===== src/hdl/sia_pkg.sv =====
// Shared types, widths and codes for the sorted insertion array.
package sia_pkg;

	// Storage geometry.
	localparam int DEPTH  = 64;
	localparam int DATA_W = 32;
	localparam int IDX_W  = 6;
	localparam int CNT_W  = $clog2(DEPTH + 1);
	localparam int POS_W  = $clog2(DEPTH);

	// The read path ORs the cells in groups, one registered word per group.
	localparam int GROUP  = 8;
	localparam int NGRP   = DEPTH / GROUP;

	// Stream widths, padded to whole bytes.
	localparam int IN_W   = 40;
	localparam int OUT_W  = 48;

	typedef logic [DATA_W-1:0] data_t;

	// Request modes as they arrive on the input stream.
	typedef enum logic [1:0] {
		MODE_INSERT = 2'd0,
		MODE_READ   = 2'd1,
		MODE_REMOVE = 2'd2
	} sia_mode_t;

	// Result status codes.
	typedef enum logic [1:0] {
		STAT_OK    = 2'd0,
		STAT_RANGE = 2'd1,
		STAT_FULL  = 2'd2
	} sia_stat_t;

	// What every cell does in the current cycle.
	typedef enum logic [1:0] {
		CELL_HOLD   = 2'd0,
		CELL_INSERT = 2'd1,
		CELL_REMOVE = 2'd2
	} sia_op_t;

	// Command broadcast to the row of cells.
	typedef struct packed {
		sia_op_t            op;
		data_t              value;
		logic [IDX_W-1:0]   idx;
		logic [CNT_W-1:0]   count;
	} sia_cmd_t;

endpackage


===== src/hdl/sia_cell.sv =====
// One storage cell of the sorted row: holds an element and trades it with its neighbors.
module sia_cell import sia_pkg::*; (
	input  logic             clk,
	input  sia_cmd_t         cmd,
	input  logic [POS_W-1:0] pos,
	input  data_t            prev_data,
	input  logic             prev_lt,
	input  data_t            next_data,
	output data_t            data,
	output logic             lt
);

	data_t data_q;
	logic  occupied;

	assign data = data_q;

	// A cell is occupied when its position lies below the element count.
	assign occupied = CNT_W'(pos) < cmd.count;

	// Stored element is strictly less than the value being inserted.
	assign lt = occupied && (data_q < cmd.value);

	// Insert: cells below the insertion point hold, the cell at it takes the new
	// value, the cells above it take their lower neighbor. Remove: cells at or
	// above the index take their upper neighbor.
	always_ff @(posedge clk) begin
		case (cmd.op)
			CELL_INSERT: begin
				if (!lt) begin
					data_q <= prev_lt ? cmd.value : prev_data;
				end
			end
			CELL_REMOVE: begin
				if (CNT_W'(pos) >= CNT_W'(cmd.idx)) begin
					data_q <= next_data;
				end
			end
			default: begin
			end
		endcase
	end

endmodule

===== config.mk =====
export PLATFORM = sky130hd
export DESIGN_NAME = sia_cell
export DESIGN_NICKNAME = d
export VERILOG_FILES = /design/src/hdl/sia_pkg.sv /design/src/hdl/sia_cell.sv
export SDC_FILE = /design/constraint.sdc
export NUM_CORES = 1
export LEC_CHECK = 0
export BUFFER_PORTS_ARGS = -buffer_cell sky130_fd_sc_hd__buf_2
export CORE_MARGIN = 2
export CORE_UTILIZATION = 40
export DETAILED_ROUTE_END_ITERATION = 12
export PLACE_DENSITY = 0.74
export SYNTH_ARGS = -nofsm -noshare
export SYNTH_HDL_FRONTEND = slang
export SYNTH_SLANG_ARGS = --single-unit

===== constraint.sdc =====
create_clock -name clk -period 8.8 [get_ports clk]
set_clock_uncertainty 0.1 [all_clocks]
set_input_delay 1.76 -clock clk [delete_from_list [all_inputs] [get_ports clk]]
set_output_delay 1.76 -clock clk [all_outputs]
set_load 0.01 [all_outputs]

# Yosys cells after proc, flatten, opt, wreduce, memory -nomap -nowiden
# Cells that the tools add are included.
# word_totals
register_bits,32
inputBits,119
output_inout_bits,33
wordCells,15
# classes
n_lt_le_gt_ge,3
eq_ne,4
muxes,4
reduce_logical,3
# ops
operator,count
32-bit two-way mux,3
32-bit case mux with 2 select lines,1
32-bit < comparator,1
6-bit by 7-bit < comparator with 1-bit output,1
6-bit greater-or-equal comparator,1
2-bit inequality test (second input constant),2
3-bit AND reduction,1
2-bit by 1-bit == test with 1-bit output (second input constant),1
2-bit == test (second input constant),1
2-bit nonzero test,1
1-bit logical AND,1

# Depth between registers and ports, before layout
# logic_depth
word_depth,4
ltp_mapped,8
depth_no_buf,8

# Worst setup path before layout
# Ideal clock, no wire load.
# synth_timing
path_type,input to output
startpoint,in cmd[31] in the netlist's numbering
endpoint,out lt
arrival_time_ps,2943
required_time_ps,6940
path_slack_ps,3997
cell_stages,7
path_buffers,0
path_cell_list,inv_1 -> ha_1 -> a41oi_1 -> o21ai_1 -> a221oi_1 -> o211ai_1 -> a21oi_2
# synth_between
elab_chain_cells,2
# synth_lines
element,line,text
"start, declared",sia_cell.sv:4,"input sia_cmd_t cmd,"
32-bit < comparator,sia_cell.sv:22,assign lt = occupied && (data_q < cmd.value);
1-bit logical AND,sia_cell.sv:22,
"end, declared",sia_cell.sv:10,output logic lt
# No other way between the ends.

# Final worst setup path
# Ends and elaborated chain as after synthesis.

==> metrics.txt <==
# TYPE chip_impl_metric gauge
chip_impl_info{name="status",value="finished, final reports clean"} 1
chip_impl_metric{name="finish.cell_count_without_fillers",unit=""} 518
chip_impl_metric{name="synth_enable_flop_cells",unit=""} 32
chip_impl_metric{name="ios",unit=""} 152
chip_impl_metric{name="power.leakage",unit="nW"} 1.920
chip_impl_info{name="cp-end-kind",value="primary output"} 1
chip_impl_metric{name="cts-root-to-sink-buffers",unit=""} 2
chip_impl_metric{name="insertion_delay",unit="ns"} 0.28
chip_impl_metric{name="finalCriticalPeriod",unit="ns"} 5.212
chip_impl_metric{name="p_per_area",unit="nW/um^2"} 120.8
chip_impl_metric{name="max-cap-violations",unit=""} 0
chip_impl_metric{name="setup_viol",unit=""} 0
chip_impl_metric{name="tritoncts.num_buffers",unit=""} 5
chip_impl_metric{name="drt-vias-per-instance",unit=""} 5.015
chip_impl_info{name="synth_top_area_cell",value="edfxtp_1"} 1
chip_impl_metric{name="half_perimeter_wire_length_after_placement",unit="um"} 5835
chip_impl_metric{name="post-cts-setup-buffer-count",unit=""} 0
chip_impl_metric{name="hold_buffers",unit=""} 0
chip_impl_metric{name="design.final.nets",unit=""} 602
chip_impl_metric{name="die_h",unit="um"} 86.28
chip_impl_metric{name="routabilityCongestion",unit=""} 0.7712
chip_impl_metric{name="grt_max_degree",unit=""} 43
chip_impl_metric{name="cts.sinks",unit=""} 32
chip_impl_info{name="layout_commonest_cell",value="buf_2"} 1
chip_impl_metric{name="number_of_global_route_vias_before_repair",unit=""} 2669
chip_impl_metric{name="synth.ff_latch_count",unit=""} 32
chip_impl_metric{name="timing.final.max_slew_violations",unit=""} 0
chip_impl_metric{name="vias",unit=""} 2598
chip_impl_metric{name="total_power",unit="uW"} 437.2
chip_impl_metric{name="clkTransAtPathRegs",unit="ns"} 0.07
chip_impl_info{name="hold_path.class",value="reg -> reg"} 1
chip_impl_metric{name="synth_top_area_share",unit="%"} 35.49
chip_impl_metric{name="grt_antenna_before_repair",unit=""} 1
chip_impl_metric{name="synth-async-reset-ratio",unit="%"} 0
chip_impl_metric{name="cts_max_level",unit=""} 2
chip_impl_metric{name="synth_cells",unit=""} 293
chip_impl_metric{name="synth-warning-count",unit=""} 0
chip_impl_metric{name="placed_cells_incl_taps",unit=""} 511
chip_impl_metric{name="report.final.hold_viol_count",unit=""} 0
chip_impl_metric{name="required",unit="ns"} 6.94
chip_impl_metric{name="globalRouteOverflowTotal",unit=""} 0
chip_impl_metric{name="max_ffs_per_register",unit=""} 32
chip_impl_info{name="synth_top_flop_cell",value="edfxtp_1"} 1
chip_impl_info{name="synthTopCellsByArea",value="edfxtp_1, ha_1, mux2i_1"} 1
chip_impl_metric{name="dieArea",unit="um^2"} 7443
chip_impl_metric{name="synth_seq_area_share",unit="%"} 35.49
chip_impl_info{name="grt_setup_unrepaired",value="no"} 1
chip_impl_metric{name="first_pass_grt_wire_length",unit="um"} 11550
chip_impl_metric{name="finalCritPeriodShare",unit="%"} 59.23
chip_impl_metric{name="detailedRoute.firstPassIterationCount",unit=""} 4
chip_impl_metric{name="detail_route.wirelength",unit="um"} 7054
chip_impl_metric{name="setup-tns-final",unit="ns"} 0
chip_impl_metric{name="post_synth_num_cell_types",unit=""} 30
chip_impl_metric{name="drtIter0Drc",unit=""} 35
chip_impl_metric{name="drcViolationCount",unit=""} 0
chip_impl_info{name="clock_tree_from_tritoncts",value="done"} 1
chip_impl_info{name="setup.worst_path.class",value="in -> out"} 1
chip_impl_info{name="critical_path.startpoint_type",value="input pin"} 1
chip_impl_metric{name="synth_nets",unit=""} 454
chip_impl_metric{name="vdd.ir_drop.worst",unit="uV"} 61.85
chip_impl_metric{name="coreArea",unit="um^2"} 6459
chip_impl_metric{name="area_growth_syn_to_layout",unit="%"} 33.64
chip_impl_metric{name="slew-limit-headroom",unit="%"} 35.43
chip_impl_metric{name="critPathArrivalTime",unit="ns"} 3.35
chip_impl_metric{name="antenna_violating_nets_post_route",unit=""} 0
chip_impl_metric{name="start_util",unit="%"} 41.92
chip_impl_metric{name="insertedDiodeCount",unit=""} 0
chip_impl_metric{name="fraction_of_layout_instances_using_a_drive_strength_above_1",unit="%"} 37.19
chip_impl_info{name="clockRootBuffer",value="clkbuf_8"} 1
chip_impl_metric{name="syn_area_per_cell",unit="um^2"} 9.241
chip_impl_metric{name="floorplan.rows",unit=""} 29
chip_impl_metric{name="die_width",unit="um"} 86.28
chip_impl_metric{name="grt_usage",unit="%"} 19.46
chip_impl_info{name="most-common-layout-cells",value="buf_2, inv_1, nand2_1, ha_1, o21ai_1"} 1
chip_impl_metric{name="io_buffer_count",unit=""} 151
chip_impl_metric{name="post_cts_resized",unit=""} 0
chip_impl_metric{name="synth_area",unit="um^2"} 2708
chip_impl_metric{name="critical_path.max_fanout",unit=""} 3
chip_impl_metric{name="routedWlPerCell",unit="um"} 13.62
chip_impl_metric{name="worst_pin_slew",unit="ns"} 0.9670
chip_impl_metric{name="fmaxAchievable",unit="MHz"} 191.9
[where the power goes]
group / internal, mW / switching [mW] / leakage [nW]
Clock: 0.0537 / 0.0534 / 0.0410
Sequential: 0.186 / 0.00655 / 0.301
Combinational: 0.0635 / 0.0736 / 1.58
[layout make-up]
type / instances / area [um^2]
Clock inverter: 1 / 5.005
Timing Repair Buffer: 152 / 763.2
Sequential cell: 32 / 960.9
Fill cell: 624 / 2840
Tap cell: 77 / 96.34
Multi-Input combinational cell: 207 / 1559
Inverter: 43 / 161.4
Clock buffer: 6 / 72.57
[worst paths after layout]
path         startpoint  endpoint  slack [ns]  cells past startpoint
max             cmd[31]        lt        3.59                      9
min            data[16]  data[22]        1.42                      5
max reg2reg    data[15]   data[1]        6.15                      7
min reg2reg    data[16]  data[22]        1.42                      5
[critical path: stages]
cell      delay (ns)
buf_2           0.10
inv_1           0.04
ha_1            0.32
a41oi_1         0.23
o21ai_1         0.10
a221oi_1        0.32
o211ai_1        0.13
a21oi_2         0.18
buf_2           0.17
[per-layer routing]
| layer | up-vias | global-route usage [%] | wire, um |
|---|---|---|---|
| met3 | 13 | 4.952 | 513 |
| met2 | 107 | 35.87 | 3560 |
| met5 | - | 0 | 0 |
| met4 | 0 | 5.824 | 122 |
| li1 | 1332 | - | - |
| met1 | 1146 | 22.06 | 2858 |
[synth_stat cells (2+ instances only)]
| cell type | instances |
|---|---|
| ha_1 | 42 |
| o21ai_0 | 3 |
| nand3_1 | 6 |
| nand4_1 | 2 |
| buf_1 | 4 |
| inv_1 | 43 |
| nor2_1 | 6 |
| o21ai_1 | 36 |
| a21oi_1 | 17 |
| clkbuf_1 | 3 |
| nand2b_1 | 2 |
| nand2_1 | 43 |
| edfxtp_1 | 32 |
| buf_2 | 4 |
| o211ai_1 | 3 |
| mux2i_1 | 32 |
| and4_1 | 2 |
[through the flow]
| step | area [um^2] | setup WS (ns) | hold slack [ns] | util, % |
|---|---|---|---|---|
| floorplan | 2708 | 3.997 | 1.469 | - |
| global placement | 3541 | 3.620 | 1.403 | 54.82 |
| detailed placement | 3541 | 3.564 | 1.452 | 54.82 |
| CTS | 3618 | 3.563 | 1.467 | 56.02 |
| global route | 3618 | 3.480 | 1.527 | 56.02 |
| finish | 3618 | 3.588 | 1.415 | 56.02 |
[cells by family (layout without fill, tap and decap cells)]
kind of cell,count (synthesis),after routing,synth area share [%]
AOI/OAI and AO/OA,66,66,13.82
adders and majority gates,42,42,19.41
buffers and inverters,54,202,7.671
DFF,32,32,35.49
muxes,32,32,11.83
and+or+nand+nor,67,67,11.78
Power figures use the tool's default switching activity.
